[config.mk]
export PLATFORM = sky130hd
export DESIGN_NAME = c3kf_col_cell
export DESIGN_NICKNAME = d
export VERILOG_FILES = /design/src/hdl/c3kf_pkg.sv /design/src/hdl/c3kf_col_cell.sv
export SDC_FILE = /design/constraint.sdc
export NUM_CORES = 1
export LEC_CHECK = 0
export BUFFER_PORTS_ARGS = -buffer_cell sky130_fd_sc_hd__buf_2
export CORE_MARGIN = 2
export CORE_UTILIZATION = 50
export CTS_BUF_LIST = sky130_fd_sc_hd__clkbuf_2 sky130_fd_sc_hd__clkbuf_4 sky130_fd_sc_hd__clkbuf_8
export DETAILED_ROUTE_END_ITERATION = 6
export PLACE_DENSITY = 0.8
export SLEW_MARGIN = 20
export SYNTH_ARGS = -nofsm -noshare
export SYNTH_HDL_FRONTEND = slang
export SYNTH_SLANG_ARGS = --single-unit
[constraint.sdc]
create_clock -name clock -period 12.5 [get_ports clock]
set_input_delay 2.5 -clock clock [delete_from_list [all_inputs] [get_ports clock]]
set_output_delay 2.5 -clock clock [all_outputs]
set_load 0.02 [all_outputs]
[src/hdl/c3kf_pkg.sv]
`default_nettype none

package c3kf_pkg;

   localparam int MAX_WIDTH      = 512;
   localparam int MAX_HEIGHT     = 1024;
   localparam int COEF_FRAC_BITS = 8;
   localparam int NUM_TAPS       = 9;

   localparam int PIX_W       = 8;
   localparam int KSEL_W      = 4;
   localparam int WIDTH_W     = 10;
   localparam int HEIGHT_W    = 11;
   localparam int CSR_DATA_W  = 11;
   localparam int CSR_INDEX_W = 2;

   localparam int ADDR_W = (MAX_WIDTH > 1) ? $clog2(MAX_WIDTH) : 1;
   localparam int POS_W  = ((ADDR_W > WIDTH_W) ? ADDR_W : WIDTH_W) + 1;
   localparam int ROW_W  = HEIGHT_W;

   localparam int COEF_W = COEF_FRAC_BITS + 4;
   localparam int PART_W = PIX_W + 1 + COEF_W + 2;
   localparam int SUM_W  = PART_W + 2;

   typedef logic [PIX_W-1:0] pix_type;
   typedef pix_type [2:0] column_type;
   typedef logic signed [COEF_W-1:0] coef_type;
   typedef logic signed [PART_W-1:0] part_type;

   typedef struct packed {
      pix_type upper;
      pix_type lower;
   } line_pair_type;

   typedef struct packed {
      logic shift_en;
      logic calc_en;
   } cell_ctrl_type;

   typedef enum logic [CSR_INDEX_W-1:0] {
      CSR_KERNEL_SELECT = 2'd0,
      CSR_FRAME_WIDTH   = 2'd1,
      CSR_FRAME_HEIGHT  = 2'd2
   } csr_index_type;

   typedef enum logic [KSEL_W-1:0] {
      KERN_EMBOSS     = 4'd0,
      KERN_BOX_BLUR   = 4'd1,
      KERN_SHARPEN    = 4'd2,
      KERN_ROBERTS    = 4'd3,
      KERN_HORIZ_EDGE = 4'd4,
      KERN_SOBEL      = 4'd5,
      KERN_LAPLACIAN  = 4'd6,
      KERN_GAUSSIAN   = 4'd7,
      KERN_HIGH_PASS  = 4'd8
   } kernel_code_type;

   localparam int ONE_I = 2 ** COEF_FRAC_BITS;
   localparam int TWO_I = 2 ** (COEF_FRAC_BITS + 1);

   localparam coef_type C_Z    = coef_type'(0);
   localparam coef_type C_P1   = coef_type'(ONE_I);
   localparam coef_type C_N1   = coef_type'(-ONE_I);
   localparam coef_type C_P2   = coef_type'(2 * ONE_I);
   localparam coef_type C_N2   = coef_type'(-2 * ONE_I);
   localparam coef_type C_P4   = coef_type'(4 * ONE_I);
   localparam coef_type C_N4   = coef_type'(-4 * ONE_I);
   localparam coef_type C_P9TH = coef_type'((TWO_I + 9) / 18);
   localparam coef_type C_N9TH = coef_type'(-((TWO_I + 9) / 18));
   localparam coef_type C_P89  = coef_type'((8 * TWO_I + 9) / 18);
   localparam coef_type C_NQTR = coef_type'(-((TWO_I + 4) / 8));
   localparam coef_type C_P84  = coef_type'((8 * TWO_I + 4) / 8);
   localparam coef_type C_G1   = coef_type'((TWO_I + 16) / 32);
   localparam coef_type C_G2   = coef_type'((2 * TWO_I + 16) / 32);
   localparam coef_type C_G4   = coef_type'((4 * TWO_I + 16) / 32);

   // tap k is row k/3, column k%3, column 2 newest
   function automatic coef_type kernel_coef(input logic [KSEL_W-1:0] ks,
                                            input logic [3:0] k);
      coef_type c [NUM_TAPS];
      unique case (ks)
         KERN_EMBOSS:
            c = '{C_N1, C_Z, C_Z, C_Z, C_Z, C_Z, C_Z, C_Z, C_P1};
         KERN_BOX_BLUR:
            c = '{C_P9TH, C_P9TH, C_P9TH, C_P9TH, C_P9TH, C_P9TH, C_P9TH, C_P9TH,
                  C_P9TH};
         KERN_SHARPEN:
            c = '{C_Z, C_NQTR, C_Z, C_NQTR, C_P84, C_NQTR, C_Z, C_NQTR, C_Z};
         KERN_ROBERTS:
            c = '{C_N1, C_Z, C_Z, C_Z, C_P1, C_Z, C_Z, C_Z, C_Z};
         KERN_HORIZ_EDGE:
            c = '{C_N1, C_N1, C_N1, C_Z, C_Z, C_Z, C_P1, C_P1, C_P1};
         KERN_SOBEL:
            c = '{C_N1, C_N2, C_N1, C_Z, C_Z, C_Z, C_P1, C_P2, C_P1};
         KERN_LAPLACIAN:
            c = '{C_Z, C_P1, C_Z, C_P1, C_N4, C_P1, C_Z, C_P1, C_Z};
         KERN_GAUSSIAN:
            c = '{C_G1, C_G2, C_G1, C_G2, C_G4, C_G2, C_G1, C_G2, C_G1};
         KERN_HIGH_PASS:
            c = '{C_N9TH, C_N9TH, C_N9TH, C_N9TH, C_P89, C_N9TH, C_N9TH, C_N9TH,
                  C_N9TH};
         default:
            c = '{C_Z, C_Z, C_Z, C_Z, C_Z, C_Z, C_Z, C_Z, C_Z};
      endcase
      if (k < 4'(NUM_TAPS)) begin
         return c[k];
      end
      return C_Z;
   endfunction

endpackage

`default_nettype wire

[src/hdl/c3kf_col_cell.sv]
`default_nettype none

module c3kf_col_cell import c3kf_pkg::*; (
   input  wire logic          clock,
   input  wire cell_ctrl_type ctrl,
   input  wire column_type    col_in,
   input  wire coef_type      coef_in [3],
   output column_type         col_out,
   output part_type           part_out
);

   column_type col_ff;
   part_type   part_ff;
   part_type   part_in;
   logic signed [PIX_W+COEF_W:0] prod [3];

   always_comb begin
      part_in = '0;
      for (int i = 0; i < 3; i++) begin
         prod[i] = $signed({1'b0, col_ff[i]}) * coef_in[i];
         part_in = part_in + PART_W'(prod[i]);
      end
   end

   always_ff @(posedge clock) begin
      if (ctrl.shift_en) begin
         col_ff <= col_in;
      end
      if (ctrl.calc_en) begin
         part_ff <= part_in;
      end
   end

   assign col_out  = col_ff;
   assign part_out = part_ff;

endmodule

`default_nettype wire

-- Yosys cells after proc, flatten, opt, wreduce, memory -nomap -nowiden
Cells that the tools add are included.
- register bits after elaboration: 47
- output and inout port bits: 47
- input port bits: 63
- add/subtract/negate cells: 2
- multiply operators: 3
- operators with widths (kind ; count):
    $mul A9 B12 Y21 ; 3
    $add A22 B21 Y23 ; 1
    $add A21 B21 Y22 ; 1

-- Depth between registers and ports, before layout
- depth after elaboration: 3
- mapped depth: 23

-- Least setup slack after synthesis
Ideal clock, no wire load.
- path type: input to register
- start point: in coef_in[11] in the netlist's numbering
- end point: reg part_ff[21], in the netlist part_out[21] (data pin)
- setup slack: 4.373 ns
- stages on the path: 21
- library setup time: 0.258 ns
- arrival time: 7.869 ns
- cell sequence: clkbuf_1 > nand2_1 > fa_1 > inv_1 > fa_1 > inv_1 > fa_1 > fa_1 > inv_1 > fa_1 > fa_1 > inv_1 > fa_1 > inv_1 > ha_1 > inv_1 > o21bai_1 > a21o_1 > a311o_1 > a31oi_1 > xnor2_1
- longest elaborated chain between the ends: 2
- RTL lines (what ; line ; text):
    from (decl) ; c3kf_col_cell.sv:7 ; input wire coef_type coef_in [3],
    $mul A9 B12 Y21 ; c3kf_col_cell.sv:20 ; prod[i] = $signed({1'b0, col_ff[i]}) * coef_in[i];
    $add A22 B21 Y23 ; c3kf_col_cell.sv:21 ; part_in = part_in + PART_W'(prod[i]);
    net part_in[21] ; c3kf_col_cell.sv:14 ; part_type part_in;
    to (signal assigned) ; c3kf_col_cell.sv:30 ; part_ff <= part_in;
    to (decl) ; c3kf_col_cell.sv:13 ; part_type part_ff;
The timed path passes the listed nets, and every way through them passes these cells.
A chain may end at the register's enable or synchronous reset.

-- Final worst setup path
Same ends and word-level chain as after synthesis.

==> results.sh <==
export IMPL_fillerInstances=2207
export IMPL_hp_start="col_out[0]$_DFFE_PP_"
export IMPL_critical_path_class="in -> reg"
export IMPL_reg2reg_setup_slack_ns=5.96
export IMPL_drt_first_pass_iters=7
export IMPL_final_setup_tns_ns=0
export IMPL_clock_sinks=47
export IMPL_top_metal_used="met4"
export IMPL_layout_drive_gt1_share=0.0897
export IMPL_tightest_slew_ns=0.767
export IMPL_cts_tree="yes"
export IMPL_grt_first_pass_wirelength_mm=46.9
export IMPL_report_final_setup_viol=0
export IMPL_ff2ff_path_depth=20
export IMPL_grt_setup_unrepaired="no"
export IMPL_detail_route_wirelength_mm=27.7
export IMPL_flow_area_growth_from_synthesis_pct=7.37
export IMPL_cts_setup_buffers=0
export IMPL_period_needed_ns=8.16
export IMPL_critical_path_required_time_ns=12.62
export IMPL_drv_slew=0
export IMPL_final_nets=1863
export IMPL_first_global_vias=9796
export IMPL_io_buffer_count=109
export IMPL_cts_resized=0
export IMPL_pin_count_of_the_biggest_net_entering_global_routing=25
export IMPL_starting_density=0.510
export IMPL_grt_antenna_before_repair=0
export IMPL_dp_hpwl_mm=24.0
export IMPL_worst_clock_skew_ns=0.0211
export IMPL_met1_length_mm=10.6
export IMPL_synth_seq_area_share=0.110
export IMPL_multi_input_combinational_cell_area_um2=9880
export IMPL_grt_overflow=0
export IMPL_die_area_um2=27000
export IMPL_synth_avg_cell_area_um2=9.94
export IMPL_number_of_buffers_inserted_during_clock_tree_synthesis=5
export IMPL_synth_async_sr_flop_share=0
export IMPL_drv_max_cap_violation_count=0
export IMPL_syn_nets=1774
export IMPL_synth_area_um2=12800
export IMPL_max_freq_mhz=123
export IMPL_place_gp_congestion=0.886
export IMPL_design_portCount=110
export IMPL_status="complete, no violations"
export IMPL_min_delay_worst_endpoint="part_out[0]$_DFFE_PP_"
export IMPL_die_w_um=164
export IMPL_cts_max_level=2
export IMPL_path_max_fanout=8
export IMPL_wl_met2_mm=14.9
export IMPL_antenna_cells_inserted=0
export IMPL_timing_final_hold_violations=0
export IMPL_postCtsHoldBufs=0
export IMPL_seqCellArea_um2=1410
export IMPL_clock_latency_ns=0.35
export IMPL_clkSlewWorstSetupHoldPaths_ns=0.13
export IMPL_post_synth_num_cell_types=42
export IMPL_synthesis_instances=1292
export IMPL_initialDrtViolationCount=679
export IMPL_yosys_most_used_dff="edfxtp_1"
export IMPL_hold_path_depth=2
export IMPL_worst_r2r_endpoint="part_out[21]$_DFFE_PP_"
export IMPL_worst_r2r_startpoint="col_out[16]$_DFFE_PP_"
export IMPL_synth_warning_count=0
export IMPL_gr_usage_all_layers=0.226
export IMPL_cp_start_kind="input pin"
export IMPL_ys_ff_latch=47
export IMPL_dieHeight_um=164
export IMPL_coreArea_um2=25200
export IMPL_std_cell_rows=58
export IMPL_worstPathArrival_ns=8.28
export IMPL_routedWlPerCell_um=16.2
export IMPL_cts_buffer_depth=2
export IMPL_number_of_synthesized_flops_with_an_enable_pin=47
export IMPL_drc=0
export IMPL_timing_slew_headroom=0.489
export IMPL_route_antenna_remaining_nets=0
export IMPL_min_period_over_period=0.653
export IMPL_num_vias=8771
export IMPL_hold_path_class="reg -> reg"
export IMPL_clock_root_buffer="clkbuf_8"
export IMPL_routed_via_density=5.12
export IMPL_endpoint_kind="flip-flop"
export IMPL_route_met3_wl_mm=1.38
## flip-flops by register name, summed over array words and instances, names as in the netlist
signal / cells
col_out: 24
part_out: 23
## worst max-delay path by stage
stage               cells after the start        start                     end
floorplan                              21  coef_in[11]  part_out[21]$_DFFE_PP_
global placement                       20   coef_in[6]  part_out[22]$_DFFE_PP_
detailed placement                     21  coef_in[11]  part_out[21]$_DFFE_PP_
CTS                                    21  coef_in[11]  part_out[21]$_DFFE_PP_
global route                           21  coef_in[11]  part_out[21]$_DFFE_PP_
finish                                 21  coef_in[11]  part_out[21]$_DFFE_PP_
## synth_stat cells (4+ instances only)
| cell | count | share of area |
|---|---|---|
| a21o_1 | 8 | 0.0047 |
| a21oi_1 | 17 | 0.0066 |
| and2_1 | 158 | 0.077 |
| clkbuf_1 | 26 | 0.0076 |
| edfxtp_1 | 47 | 0.11 |
| fa_1 | 313 | 0.49 |
| ha_1 | 106 | 0.10 |
| inv_1 | 387 | 0.11 |
| nand2_1 | 140 | 0.041 |
| nor2_1 | 18 | 0.0053 |
| o21ai_0 | 4 | 0.0016 |
| xnor2_1 | 21 | 0.014 |
| xor2_1 | 5 | 0.0034 |
## routing by layer
| layer | global-route usage | vias up |
|---|---|---|
| met4 | 0.0738 | 0 |
| met2 | 0.407 | 279 |
| met3 | 0.0258 | 55 |
| li1 | - | 3892 |
| met1 | 0.282 | 4545 |
| met5 | 0 | - |
## final cells by class
cell class | count | area share
clock inverter | 3 | 0.00163
clock buffer | 5 | 0.00499
inverter | 387 | 0.105
sequential | 47 | 0.102
timing repair buffer | 109 | 0.0395
tap | 330 | 0.0299
multi-input combinational | 831 | 0.716
## stage by stage
stage / instances / util / instance area (um^2) / hold WS [ns] / setup WS, ns
6_report: 1712 / 0.548 / 13800 / 1.11 / 4.34
5_1_grt: 1712 / 0.548 / 13800 / 1.15 / 4.11
4_1_cts: 1712 / 0.548 / 13800 / 1.10 / 4.40
3_5_place_dp: 1704 / 0.544 / 13700 / 1.06 / 4.08
3_3_place_gp: 1704 / 0.544 / 13700 / 1.06 / 4.23
2_1_floorplan: 1292 / - / 12800 / 0.827 / 4.37
## critical path: stages
cell	delay, ns
buf_2	0.17
nand2_1	0.12
fa_1	0.67
inv_1	0.13
fa_1	0.50
inv_1	0.05
fa_1	0.48
fa_1	0.55
inv_1	0.06
fa_1	0.48
fa_1	0.50
inv_1	0.05
fa_1	0.51
inv_1	0.05
ha_1	0.33
inv_1	0.15
o21bai_1	0.10
a21o_1	0.22
a311o_1	0.36
a31oi_1	0.19
xnor2_1	0.10
## layout by cell type, fill, tap and decap left out, drive strengths merged
| cell type | count |
|---|---|
| nand4 | 2 |
| o21ai | 6 |
| fa | 313 |
| nor4b | 1 |
| a31oi | 1 |
| clkinv | 1 |
| a21oi | 19 |
| a41oi | 1 |
| nor3 | 3 |
| o211ai | 2 |
| and3 | 3 |
| and2 | 158 |
| xor2 | 5 |
| or3 | 1 |
| buf | 109 |
| clkbuf | 5 |
| a31o | 2 |
| nor2b | 3 |
| nand2 | 140 |
| a21o | 9 |
| a211oi | 1 |
| o22ai | 1 |
| nor2 | 18 |
| nand4b | 1 |
| o21bai | 1 |
| nand2b | 1 |
| o31a | 1 |
| a211o | 2 |
| inv | 389 |
| a311o | 1 |
| o21a | 2 |
| a32oi | 1 |
| a2111oi | 1 |
| xnor2 | 21 |
| edfxtp | 47 |
| o41ai | 2 |
| nand3 | 2 |
| ha | 106 |
## kinds of logic (layout without fill, tap and decap cells)
| logic type | Yosys count | count (layout) | share of synthesized area |
|---|---|---|---|
| XOR/XNOR | 26 | 26 | 0.0177 |
| AND/OR/NAND/NOR | 333 | 333 | 0.131 |
| buffers and inverters | 414 | 504 | 0.121 |
| flip-flops | 47 | 47 | 0.110 |
| adder cells (fa/ha/maj) | 419 | 419 | 0.591 |
| AO/OA/AOI/OAI | 53 | 53 | 0.0292 |
Power is not shown: default switching activity piles up to over one toggle a cycle in this logic, so the estimate is an artifact.
